File: config.mk
export PLATFORM = sky130hd
export DESIGN_NAME = meter_frame_segment_decoder
export DESIGN_NICKNAME = d
export VERILOG_FILES = /design/src/rtl/mfsd_pkg.sv /design/src/rtl/mfsd_collect.sv /design/src/rtl/mfsd_decode.sv /design/src/rtl/meter_frame_segment_decoder.sv
export SDC_FILE = /design/constraint.sdc
export NUM_CORES = 1
export LEC_CHECK = 0
export ABC_AREA = 1
export BUFFER_PORTS_ARGS = -buffer_cell sky130_fd_sc_hd__buf_4
export CAP_MARGIN = 5
export CORE_MARGIN = 10
export CORE_UTILIZATION = 63
export CTS_CLUSTER_SIZE = 8
export DETAILED_ROUTE_END_ITERATION = 16
export PLACE_DENSITY_LB_ADDON = 0.2
export SLEW_MARGIN = 15
export SYNTH_ARGS = -nofsm -noshare
export SYNTH_HDL_FRONTEND = slang
export SYNTH_HIERARCHICAL = 1
export SYNTH_SLANG_ARGS = --single-unit
File: constraint.sdc
create_clock -name aclk -period 8.1 [get_ports aclk]
set_clock_uncertainty 0.1 [all_clocks]
set_input_delay 0 -clock aclk [delete_from_list [all_inputs] [get_ports aclk]]
set_output_delay 0 -clock aclk [all_outputs]
set_load 0.005 [all_outputs]
File: src/rtl/mfsd_pkg.sv
// mfsd_pkg: shared constants, types and the seven-segment lookup
// for the meter frame segment decoder; no dependencies
package mfsd_pkg;

    localparam int FRAME_LENGTH = 22;
    localparam int IDX_W        = $clog2(FRAME_LENGTH);
    localparam logic [IDX_W-1:0] LAST_IDX = IDX_W'(FRAME_LENGTH - 1);

    localparam logic [7:0] SYNC_RESET = 8'hAA;

    // frame byte positions
    localparam int POS_DIGIT0 = 6;
    localparam int POS_DIGIT1 = 7;
    localparam int POS_DIGIT2 = 8;
    localparam int POS_DIGIT3 = 9;
    localparam int POS_MODE   = 10;
    localparam int POS_HOLD   = 18;
    localparam int POS_EXTRA  = 19;
    localparam int POS_PREFIX = 20;
    localparam int POS_UNIT   = 21;

    localparam logic [7:0] SEG_MASK   = 8'h7F;
    localparam logic [7:0] SIGN_MASK  = 8'h18;
    localparam logic [7:0] MODE_MASK  = 8'hE7;
    localparam logic [7:0] HOLD_MASK  = 8'hF0;
    localparam logic [7:0] EXTRA_MASK = 8'hFE;

    localparam int SEG_COUNT = 12;
    localparam logic [3:0] CODE_UNKNOWN = 4'd12;

    // pattern k maps to digit code k: blank, 0..9, L
    localparam logic [6:0] SEG_TABLE [SEG_COUNT] = '{
        7'h00, 7'h5F, 7'h06, 7'h6B, 7'h2F, 7'h36,
        7'h3D, 7'h7D, 7'h07, 7'h7F, 7'h3F, 7'h58
    };

    typedef struct packed {
        logic [7:0]       mode_byte;
        logic [3:0][7:0]  digit_bytes;
        logic [7:0]       hold_byte;
        logic [7:0]       extra_byte;
        logic [7:0]       prefix_byte;
        logic [7:0]       unit_byte;
    } frame_t;

    typedef struct packed {
        logic             negative;
        logic [3:0][3:0]  digits;
        logic [3:0]       decimal_points;
        logic [7:0]       unit_prefix_flags;
        logic [7:0]       unit_flags;
        logic [7:0]       mode_flags;
        logic [7:0]       hold_flags;
        logic [7:0]       extra_flags;
    } result_t;

    function automatic logic [3:0] seg_to_code(input logic [7:0] b);
        logic [6:0] pat;
        logic [3:0] code;
        pat  = b[6:0];
        code = CODE_UNKNOWN;
        for (int i = SEG_COUNT - 1; i >= 0; i--) begin
            if (SEG_TABLE[i] == pat) begin
                code = 4'(i);
            end
        end
        return code;
    endfunction

endpackage

File: src/rtl/mfsd_collect.sv
// mfsd_collect: sync register, byte position counter and frame capture
// depends on mfsd_pkg
module mfsd_collect (
    input  logic                 aclk,
    input  logic                 aresetn,
    input  logic                 cfg_wr_en,
    input  logic [7:0]           cfg_wr_data,
    input  logic                 s_valid,
    output logic                 s_ready,
    input  logic [7:0]           s_rx_byte,
    output logic                 frame_valid,
    input  logic                 frame_ready,
    output mfsd_pkg::frame_t     frame
);

    logic [7:0]                  sync_byte_reg;
    logic [mfsd_pkg::IDX_W-1:0]  byte_index_reg;
    logic [mfsd_pkg::IDX_W-1:0]  byte_index_next;
    logic [mfsd_pkg::IDX_W-1:0]  idx_eff;
    logic [7:0] keep_reg [mfsd_pkg::POS_DIGIT0:mfsd_pkg::POS_UNIT];
    logic [7:0] view     [mfsd_pkg::POS_DIGIT0:mfsd_pkg::POS_UNIT];
    logic                        frame_valid_reg;
    logic                        frame_valid_next;
    mfsd_pkg::frame_t            frame_reg;
    mfsd_pkg::frame_t            frame_next;
    logic                        accept;
    logic                        last;

    assign s_ready     = !frame_valid_reg || frame_ready;
    assign accept      = s_valid && s_ready;
    assign frame_valid = frame_valid_reg;
    assign frame       = frame_reg;

    always_comb begin
        idx_eff = (s_rx_byte == sync_byte_reg) ? '0 : byte_index_reg;
        last    = (idx_eff == mfsd_pkg::LAST_IDX);
        byte_index_next = byte_index_reg;
        if (accept) begin
            byte_index_next = last ? '0 : idx_eff + 1'b1;
        end
        // current word overrides its own position
        for (int p = mfsd_pkg::POS_DIGIT0; p <= mfsd_pkg::POS_UNIT; p++) begin
            view[p] = (idx_eff == mfsd_pkg::IDX_W'(p)) ? s_rx_byte : keep_reg[p];
        end
        frame_next.mode_byte      = view[mfsd_pkg::POS_MODE];
        frame_next.digit_bytes[0] = view[mfsd_pkg::POS_DIGIT0];
        frame_next.digit_bytes[1] = view[mfsd_pkg::POS_DIGIT1];
        frame_next.digit_bytes[2] = view[mfsd_pkg::POS_DIGIT2];
        frame_next.digit_bytes[3] = view[mfsd_pkg::POS_DIGIT3];
        frame_next.hold_byte      = view[mfsd_pkg::POS_HOLD];
        frame_next.extra_byte     = view[mfsd_pkg::POS_EXTRA];
        frame_next.prefix_byte    = view[mfsd_pkg::POS_PREFIX];
        frame_next.unit_byte      = view[mfsd_pkg::POS_UNIT];
        frame_valid_next = frame_valid_reg;
        if (frame_valid_reg && frame_ready) begin
            frame_valid_next = 1'b0;
        end
        if (accept && last) begin
            frame_valid_next = 1'b1;
        end
    end

    always_ff @(posedge aclk) begin
        if (!aresetn) begin
            sync_byte_reg   <= mfsd_pkg::SYNC_RESET;
            byte_index_reg  <= '0;
            frame_valid_reg <= 1'b0;
        end else begin
            if (cfg_wr_en) begin
                sync_byte_reg <= cfg_wr_data;
            end
            byte_index_reg  <= byte_index_next;
            frame_valid_reg <= frame_valid_next;
        end
    end

    always_ff @(posedge aclk) begin
        if (accept) begin
            for (int p = mfsd_pkg::POS_DIGIT0; p <= mfsd_pkg::POS_UNIT; p++) begin
                keep_reg[p] <= view[p];
            end
            if (last) begin
                frame_reg <= frame_next;
            end
        end
    end

endmodule

File: src/rtl/mfsd_decode.sv
// mfsd_decode: segment lookup and flag masking into the result register
// depends on mfsd_pkg
module mfsd_decode (
    input  logic                 aclk,
    input  logic                 aresetn,
    input  logic                 frame_valid,
    output logic                 frame_ready,
    input  mfsd_pkg::frame_t     frame,
    output logic                 m_valid,
    input  logic                 m_ready,
    output mfsd_pkg::result_t    result
);

    logic                 m_valid_reg;
    logic                 m_valid_next;
    mfsd_pkg::result_t    result_reg;
    mfsd_pkg::result_t    result_next;

    assign frame_ready = !m_valid_reg || m_ready;
    assign m_valid     = m_valid_reg;
    assign result      = result_reg;

    always_comb begin
        result_next.negative = |(frame.mode_byte & mfsd_pkg::SIGN_MASK);
        for (int k = 0; k < 4; k++) begin
            result_next.digits[k]         = mfsd_pkg::seg_to_code(frame.digit_bytes[k]);
            result_next.decimal_points[k] = frame.digit_bytes[k][7];
        end
        result_next.unit_prefix_flags = frame.prefix_byte;
        result_next.unit_flags        = frame.unit_byte;
        result_next.mode_flags        = frame.mode_byte & mfsd_pkg::MODE_MASK;
        result_next.hold_flags        = frame.hold_byte & mfsd_pkg::HOLD_MASK;
        result_next.extra_flags       = frame.extra_byte & mfsd_pkg::EXTRA_MASK;
        m_valid_next = m_valid_reg;
        if (frame_ready) begin
            m_valid_next = frame_valid;
        end
    end

    always_ff @(posedge aclk) begin
        if (!aresetn) begin
            m_valid_reg <= 1'b0;
        end else begin
            m_valid_reg <= m_valid_next;
        end
    end

    always_ff @(posedge aclk) begin
        if (frame_valid && frame_ready) begin
            result_reg <= result_next;
        end
    end

endmodule

File: src/rtl/meter_frame_segment_decoder.sv
// meter_frame_segment_decoder: top level, collector feeding the decoder
// depends on mfsd_pkg, mfsd_collect, mfsd_decode
//
//   channel   direction  handshake           payload
//   s_        in         s_valid / s_ready   s_rx_byte, one link word
//   m_        out        m_valid / m_ready   one decoded reading per frame
//
// one word accepted per cycle while s_ready is high
// sync register resets to 0xAA, position counter to zero, no clearing pass
// the frame register and the result register each hold one reading, so words
// keep flowing while one reading waits; once a second frame completes before the
// first reading is taken both are full and s_ready stays low until m_ready
module meter_frame_segment_decoder (
    input  logic        aclk,
    input  logic        aresetn,
    input  logic        cfg_wr_en,
    input  logic [7:0]  cfg_wr_data,
    input  logic        s_valid,
    output logic        s_ready,
    input  logic [7:0]  s_rx_byte,
    output logic        m_valid,
    input  logic        m_ready,
    output logic        m_negative,
    output logic [3:0]  m_digit_3,
    output logic [3:0]  m_digit_2,
    output logic [3:0]  m_digit_1,
    output logic [3:0]  m_digit_0,
    output logic [3:0]  m_decimal_points,
    output logic [7:0]  m_unit_prefix_flags,
    output logic [7:0]  m_unit_flags,
    output logic [7:0]  m_mode_flags,
    output logic [7:0]  m_hold_flags,
    output logic [7:0]  m_extra_flags
);

    logic                 frame_valid;
    logic                 frame_ready;
    mfsd_pkg::frame_t     frame;
    mfsd_pkg::result_t    result;

    mfsd_collect u_collect (
        .aclk        (aclk),
        .aresetn     (aresetn),
        .cfg_wr_en   (cfg_wr_en),
        .cfg_wr_data (cfg_wr_data),
        .s_valid     (s_valid),
        .s_ready     (s_ready),
        .s_rx_byte   (s_rx_byte),
        .frame_valid (frame_valid),
        .frame_ready (frame_ready),
        .frame       (frame)
    );

    mfsd_decode u_decode (
        .aclk        (aclk),
        .aresetn     (aresetn),
        .frame_valid (frame_valid),
        .frame_ready (frame_ready),
        .frame       (frame),
        .m_valid     (m_valid),
        .m_ready     (m_ready),
        .result      (result)
    );

    assign m_negative          = result.negative;
    assign m_digit_3           = result.digits[3];
    assign m_digit_2           = result.digits[2];
    assign m_digit_1           = result.digits[1];
    assign m_digit_0           = result.digits[0];
    assign m_decimal_points    = result.decimal_points;
    assign m_unit_prefix_flags = result.unit_prefix_flags;
    assign m_unit_flags        = result.unit_flags;
    assign m_mode_flags        = result.mode_flags;
    assign m_hold_flags        = result.hold_flags;
    assign m_extra_flags       = result.extra_flags;

`ifndef SYNTHESIS
    a_stall_only_when_full: assert property (@(posedge aclk) disable iff (!aresetn)
        !s_ready |-> (frame_valid && m_valid && !m_ready))
        else $error("input stalled while a stage is free");

    a_frame_reaches_output: assert property (@(posedge aclk) disable iff (!aresetn)
        (frame_valid && frame_ready) |=> m_valid)
        else $error("captured frame lost before the result register");

    a_drain_when_empty: assert property (@(posedge aclk) disable iff (!aresetn)
        (m_valid && m_ready && !frame_valid) |=> !m_valid)
        else $error("reading repeated after being taken");

    a_digit_codes: assert property (@(posedge aclk) disable iff (!aresetn)
        m_valid |-> (m_digit_0 <= mfsd_pkg::CODE_UNKNOWN) && (m_digit_1 <= mfsd_pkg::CODE_UNKNOWN)
            && (m_digit_2 <= mfsd_pkg::CODE_UNKNOWN) && (m_digit_3 <= mfsd_pkg::CODE_UNKNOWN))
        else $error("digit code out of range");
`endif

endmodule

; Word level (Yosys, flattened, before mapping)
; Memories as Yosys holds them, arrays and structs flattened.
; Index checks and enable logic that the tools add are counted.
[totals]
reg_bits = 141
ram_bits = 128
inputBits = 21
output_inout_bits = 63
wordCells = 229
memories = 1
[mem_list]
columns = name, depth, word_bits, rd, rd_ports_with_merged_regs, wr, line
row1 = u_collect.keep_reg, 16, 8, 9, 0, 10, mfsd_collect.sv:20  ; logic [7:0] keep_reg [mfsd_pkg::POS_DIGIT0:mfsd_pkg::POS_UNIT];
[classes]
addsub = 1
eq_ne = 68
muxes = 84
n_reduce_logical = 39
[ops]
columns = op, n
row1 = two-way mux 8 bit, 22
row2 = == test 7 bit (first input constant), 20
row3 = == test 6 x 7 -> 1 bit (first input constant), 16
row4 = two-way mux 3 bit, 29
row5 = OR reduction 8 bit, 10
row6 = == test 3 x 7 -> 1 bit (first input constant), 8
row7 = == test 5 x 4 -> 1 bit (second input constant), 8
row8 = two-way mux 5 bit, 8
row9 = == test 5 bit (second input constant), 6
row10 = zero test 7 bit, 4
row11 = two-way mux 2 bit, 8
row12 = AND reduction 2 bit, 8
row13 = OR reduction 4 bit, 4
row14 = two-way mux 1 bit, 14
row15 = two-way mux 4 bit, 3
row16 = == test 5 x 3 -> 1 bit (second input constant), 2
row17 = OR reduction 2 bit, 5
row18 = == test 8 bit, 1
row19 = != test 1 bit (second input constant), 7
row20 = adder 5 x 1 -> 5 bit (second input constant), 1
row21 = logical AND 1 bit, 3
row22 = zero test 1 bit, 2
row23 = logical OR 1 bit, 2
row24 = nonzero test 2 bit, 1

; Longest topological paths before layout
; Gate-level depths: netlist of the first run.
[depth]
ltp_word = 14
depth_mapped = 16

; Hierarchy
; The synthesis of the first run kept the hierarchy.
[modules_own_cells]
columns = mod, n_inst, cells_per_inst, area_per_inst_um2
row1 = mfsd_collect, 1, 431, 6022.0
row2 = mfsd_decode, 1, 282, 2630.0

; Worst setup path before layout of the first run
; No wires, ideal clock.
[synth_path]
path_type = flip-flop to flip-flop
from = register u_decode.m_valid_reg (netlist: u_decode/m_valid)
to = register u_collect.frame_reg, in the netlist u_collect/frame[0], enable pin
setup_ns = 0.426
t_arrival_ns = 3.767
t_required_ns = 7.574
setup_slack_ns = 3.807
path_stages_with_launch = 8
n_path_buf = 0
period_less_slack_ns = 4.293
path_cell_list = dfxtp_1 -> nand2_1 -> inv_1 -> nand2_1 -> nand2_1 -> inv_1 -> nand2_1 -> inv_1
[synth_via]
elab_chain_len = 5
[synth_lines]
columns = element, line
row1 = "start, declared", mfsd_decode.sv:14  ; logic m_valid_reg;
row2 = "start signal, assigned", mfsd_decode.sv:44  ; m_valid_reg <= m_valid_next;
row3 = zero test 1 bit, mfsd_decode.sv:19  ; assign frame_ready = !m_valid_reg || m_ready;
row4 = logical OR 1 bit, mfsd_decode.sv:19
row5 = net frame_ready, meter_frame_segment_decoder.sv:37  ; logic frame_ready;
row6 = logical OR 1 bit, mfsd_collect.sv:29  ; assign s_ready = !frame_valid_reg || frame_ready;
row7 = net s_ready, meter_frame_segment_decoder.sv:19  ; output logic s_ready,
row8 = logical AND 1 bit, mfsd_collect.sv:30  ; assign accept = s_valid && s_ready;
row9 = net u_collect.accept, mfsd_collect.sv:26  ; logic accept;
row10 = AND reduction 2 bit (no line), -
row11 = "end signal, assigned", mfsd_collect.sv:83  ; frame_reg <= frame_next;
row12 = "end, declared", mfsd_collect.sv:24  ; mfsd_pkg::frame_t frame_reg;
; The timed path passes the listed nets, and every way through them passes these cells.
; A chain may end at the register's enable or synchronous reset.

; Worst setup path after layout of the first run
[layout_path]
from = register u_collect.sync_byte_reg[3]
to = register u_collect.frame_reg, in the netlist u_collect/frame[11], enable pin
[layout_via]
elab_chain_len = 4
[layout_lines]
columns = element, line
row1 = "start, declared", mfsd_collect.sv:16  ; logic [7:0] sync_byte_reg;
row2 = "start signal, assigned", mfsd_collect.sv:65  ; sync_byte_reg <= mfsd_pkg::SYNC_RESET;
row3 = "start signal, assigned", mfsd_collect.sv:70  ; sync_byte_reg <= cfg_wr_data;
row4 = == test 8 bit, mfsd_collect.sv:35  ; idx_eff = (s_rx_byte == sync_byte_reg) ? '0 : byte_index_reg;
row5 = two-way mux 5 bit, mfsd_collect.sv:35
row6 = == test 5 bit, mfsd_collect.sv:36  ; last = (idx_eff == mfsd_pkg::LAST_IDX);
row7 = AND reduction 2 bit (no line), -
; Every way passes these cells.

==> results of run 1 <==
[timing repair]
item / in CTS / in global routing
endpoints found under the hold margin: 58 / 0
endpoints found under the setup margin: 0 / 0
setup buffers: 0 / 0
hold buffers: 31 / 0
[stage by stage]
step / util [%] / instance area, um2 / power (W) / cells
finish: 79.5 / 10100 / 0.00234 / 1018
global route: 79.5 / 10100 / 0.00241 / 1018
CTS: 79.5 / 10100 / 0.00235 / 1018
detailed placement: 70.5 / 9010 / 0.00126 / 933
global placement: 70.5 / 9010 / 0.00126 / 933
floorplan: - / 8330 / 0.00124 / 699
[worst paths after layout]
kind / start / end / slack [ns] / cells after the start
worst max-delay path: u_collect/sync_byte_reg[3]$_SDFFE_PN1P_ / u_collect/frame[11]$_DFFE_PP_ / 4.77 / 13
worst min-delay path: s_rx_byte[6] / u_collect/byte_index_reg[0]$_SDFFE_PN0P_ / 0.04 / 8
worst max register to register: u_collect/sync_byte_reg[3]$_SDFFE_PN1P_ / u_collect/frame[11]$_DFFE_PP_ / 4.77 / 13
worst min register to register: u_collect/frame[19]$_DFFE_PP_ / u_decode/result[3]$_DFFE_PP_ / 0.32 / 0
[layout by cell type, fill, tap and decap left out, drive strengths merged, types with 3 or more instances in the layout]
cell         instances
nand2              173
xnor2                5
edfxtp             188
a21oi               10
o21ai               74
nand4               12
ha                   3
nor2                88
conb                 7
nand3b               3
nand3               33
inv                 63
buf                 79
clkbuf              52
dfxtp               15
dlygate4sd3         31
nor3                 4
[critical path, stage by stage, from the launching register on]
cell,delay (ns)
dfxtp_1,0.34
xnor2_1,0.23
nand2_1,0.10
nor2_2,0.13
nand2_4,0.12
inv_4,0.10
nor2_2,0.07
inv_1,0.06
ha_1,0.21
nand3_1,0.09
nor2_1,0.19
nand2_1,0.11
inv_2,0.54
buf_4,0.54
[report_power, final]
group	internal (W)	total, W	switching (W)
Sequential	0.00117	0.00118	0.00000826
Combinational	0.0000335	0.0000872	0.0000538
Clock	0.000668	0.00108	0.000410
[layer usage]
metal | GRT usage, % | vias up | wire length [um]
li1 | - | 2655 | -
met1 | 23.3 | 2714 | 6940
met2 | 35.9 | 297 | 9450
met3 | 4.67 | 52 | 1470
met4 | 7.13 | 0 | 467
met5 | 0 | - | 0
[layout make-up]
type	instances	area [um2]	area share (%)
flip-flops and latches	203	5950	58.6
multi-input cells	416	2020	19.9
repair buffers	110	903	8.90
clock buffers	52	812	8.00
inverters	63	239	2.35
well taps	172	215	2.12
clock inverters	2	16.3	0.160
==> results.cfg, run 1 <==
[placement]
gp_congestion = 0.908
dp_hpwl_um = 10700
port_buffers = 76
post-place-ws_ns = 4.88

[worst_setup_path]
required_ns = 8.15
crit_type = reg2reg
cp_max_fo = 35
crit_arrival_ns = 3.38
critPathCaptureType = register
start_kind = register

[die]
die_h_um = 135
die_area_um2 = 18200
die_w_um = 135
io-pin-count = 84
start_util_pct = 65.0
coreArea_um2 = 12800
num_rows = 41

[grt]
grt_max_degree = 68
grt_pass1_vias = 5912
antenna_found_initial = 0
grt_pass1_wl_um = 29700
grt.overflow.total = 0
track_usage_pct = 20.2

[detailed_routing]
via_per_inst = 5.62
dr.pass1.iters = 5
initialDrtViolationCount = 600
wire_per_inst_um = 18.0
drc = 0
num_vias = 5718
wirelength_um = 18300
antenna_left = 0

[timing]
rsz0062_at_grt = false
final-hold-violation-count = 0
setup_tns_ns = 0
min_period_ns = 3.33
setup_viol = 0
worst-slew-pin-transition_ns = 0.904
finalWorstSetupSlack_ns = 4.77
hold_ws_ns = 0.0407
timing.fmax_mhz = 300
slew-limit-headroom_pct = 39.7
min_period_over_period_pct = 41.1
report.final.slew_viol_count = 0

[synth]
synthesis.area_um2 = 8310
netlist_instances = 693
avgSynthCellArea_um2 = 12.0
yosysWarnings = 6

[hold_path]
hold_class = in2reg

[run_status]
status = completed

[cts]
clkLatencyLatePin_ns = 0.52
clkTransAtPathRegs_ns = 0.05
clockRootBuffer = clkbuf_16
cts.path.max_buffers = 3
cts_buffers = 29
cts_tree = done
cts.sinks = 203
htreeDepth = 1
cts_resized = 0

[finish]
nets = 847
drive_gt1_share_pct = 19.3
diodes = 0
synthToLayoutAreaGrowth_pct = 22.2
fill_cells = 695

[pwr]
power_density_nw_per_um2 = 231
ir_drop_mv = 0.163
p_leak_nw = 4.08

[flow_run]
cap_violations = 0
(Power assumes the default switching activity.)
==> run 2, diff against run 1 <==
CORE_UTILIZATION = 59   (was 63)
clock period = 3.45 ns   (was 8.1 ns; I/O delays follow)
==> run 2 against run 1 <==
Against the previous run:
- first-iteration DRC count down 14%
- clock-buffer cell count did not move
- sequential cell count unchanged
- non-clock buffer count rose by 1
- sequential share of layout area decreased by 0.19 points
- design area grew 0.32%
- critical path depth rose by 4
- via count down 2.5%
- total power rose by 130%
- setup slack got worse by 4.1 ns
- critical endpoint unchanged
- largest cell class unchanged
- largest power group unchanged
==> results.cfg, run 2 (synthesis gave the netlist of run 1 again) <==
[timing]
timing.fmax_mhz = 354
setup_viol = 0
setup_tns_ns = 0
worst-slew-pin-transition_ns = 0.853
min_period_over_period_pct = 81.9
min_period_ns = 2.83
slew-limit-headroom_pct = 43.0
rsz0062_at_grt = false
final-hold-violation-count = 0
report.final.slew_viol_count = 0
finalWorstSetupSlack_ns = 0.624

[worst_setup_path]
path_cells = dlygate4sd3_1 > buf_4 > inv_2 > nand2_1 > nand2_1 > nand2_1 > nor2_2 > nand2_4 > inv_4 > nor2_2 > inv_1 > ha_1 > nand3_1 > nor2_1 > nand2_2 > clkinvlp_4 > buf_4
cp_slowest_cell = dlygate4sd3_1
reg2regPathDepth = 15
critPathCaptureType = register
start_kind = input pin
r2r-end = u_collect/frame[11]$_DFFE_PP_
cp_max_fo = 42
required_ns = 3.49
rrSetupSlack_ns = 0.64
cp.buffers_inverters = 7
crit_arrival_ns = 2.87
crit_top_cell = nand2_1
reg2reg_from = u_collect/sync_byte_reg[5]$_SDFFE_PN1P_
crit_type = in2reg
crit_family = buffers and inverters
cp_slowest_stage_delay_ns = 0.54

[pwr]
power_frac_seq_pct = 50.5
p_total_w = 0.00546
clkPwrFrac_pct = 45.8
intPower_w = 0.00438
p_switching_w = 0.00108
netSwitchingFraction_pct = 19.8
p_leak_nw = 4.08
power_density_nw_per_um2 = 536
ir_drop_mv = 0.350
power_frac_comb_pct = 3.7

[grt]
track_usage_pct = 17.9
grt_max_degree = 47
grt_pass1_vias = 5482
grt_pass1_wl_um = 28500
antenna_found_initial = 0
grt.overflow.total = 0

[die]
die_w_um = 139
io-pin-count = 84
start_util_pct = 60.1
coreArea_um2 = 13800
die_h_um = 139
die_area_um2 = 19200
num_rows = 43

[detailed_routing]
initialDrtViolationCount = 519
wire_per_inst_um = 17.1
drc = 0
wirelength_um = 17500
antenna_left = 0
dr.pass1.iters = 5
via_per_inst = 5.43
num_vias = 5576

[hold_path]
hold_class = in2reg
whs_path_depth = 8
holdPathEnd = u_collect/byte_index_reg[0]$_SDFFE_PN0P_
min_from = s_rx_byte[1]

[flow_run]
cap_violations = 0

[cts]
cts_resized = 0
cts_tree = done
clkLatencyLatePin_ns = 0.52
cts.sinks = 203
cts_buffers = 29
cts.path.max_buffers = 3
htreeDepth = 1
postCtsSetupRepairBufs = 0
clockRootBuffer = clkbuf_16
clkTransAtPathRegs_ns = 0.05

[placement]
post-place-ws_ns = 0.705
dp_hpwl_um = 10900
gp_congestion = 0.986
post_dp_cell_area_um2 = 9050
port_buffers = 76
dp.cells = 942

[finish]
mostFrequentLayoutCells = edfxtp_1, nand2_1, buf_4, nor2_1, inv_1
nets = 848
drive_gt1_share_pct = 19.5
final_cell_area_um2 = 10200
diodes = 0
final_common_cell = edfxtp_1
fin_cells = 1026
synthToLayoutAreaGrowth_pct = 22.6

[run_status]
status = completed
run 2: changes by cell type in the layout (fill, tap and decap cells not counted), sizes merged:
cell      previous run  this run
inv                 63        61
clkinvlp             1         2
buf                 79        80
run 2: repair_timing:
action                     CTS  global route
hold endpoints to repair    61             0
setup endpoints to repair    0             0
hold buffers                31             0
run 2: layer usage:
layer | up-vias | part of all wire, % | GRT usage (%)
li1 | 2650 | - | -
met2 | 253 | 50 | 30.3
met5 | - | 0 | 0
met4 | 0 | 2.7 | 6.48
met1 | 2622 | 40 | 22.0
met3 | 51 | 7.3 | 3.80
run 2: metrics by stage:
step,utilization (%),hold WS (ns)
detailed placement,65.5,0.124
CTS,73.6,0.00306
floorplan,-,-0.0159
global placement,65.5,0.108
finish,73.6,0.0138
global route,73.6,0.0491
run 2: worst max-delay path by stage:
stage / end / start / cells after the start / slack (ns)
final: u_collect/frame[11]$_DFFE_PP_ / s_rx_byte[5] / 17 / 0.62
after global routing: u_collect/frame[31]$_DFFE_PP_ / u_collect/sync_byte_reg[7]$_SDFFE_PN1P_ / 13 / 0.42
after CTS: u_collect/frame[1]$_DFFE_PP_ / s_rx_byte[5] / 17 / 0.69
after detailed placement: u_collect/frame[34]$_DFFE_PP_ / u_collect/sync_byte_reg[5]$_SDFFE_PN1P_ / 15 / 0.70
after global placement: u_collect/frame[39]$_DFFE_PP_ / u_collect/sync_byte_reg[1]$_SDFFE_PN1P_ / 13 / 0.83
after floorplan: u_collect/frame[0]$_DFFE_PP_ / u_decode/m_valid$_SDFFE_PN0N_ / 7 / 0.06
run 2: worst min-delay path: stages:
cell and delay, ns:
buf_4 0.09, xnor2_1 0.05, nand2_1 0.07, nor2_2 0.05, nand2_4 0.12, nand2_4 0.08
nand2_1 0.07, a21oi_1 0.05
run 2: power groups by stage:
stage / clock network [W] / logic, W / registers (W)
2_1_floorplan: 0 / 0.000110 / 0.00280
5_1_grt: 0.00265 / 0.000221 / 0.00276
6_report: 0.00250 / 0.000201 / 0.00276
3_5_place_dp: 0 / 0.000165 / 0.00280
3_3_place_gp: 0 / 0.000156 / 0.00280
4_1_cts: 0.00254 / 0.000194 / 0.00276
run 2: cell type report:
class                   instances  area [um2]
flip-flops and latches        203        5950
multi-input cells             416        2020
repair buffers                111         923
clock buffers                  52         812
well taps                     180         225
inverters                      63         246
clock inverters                 1        6.26
fillers                       865        3640
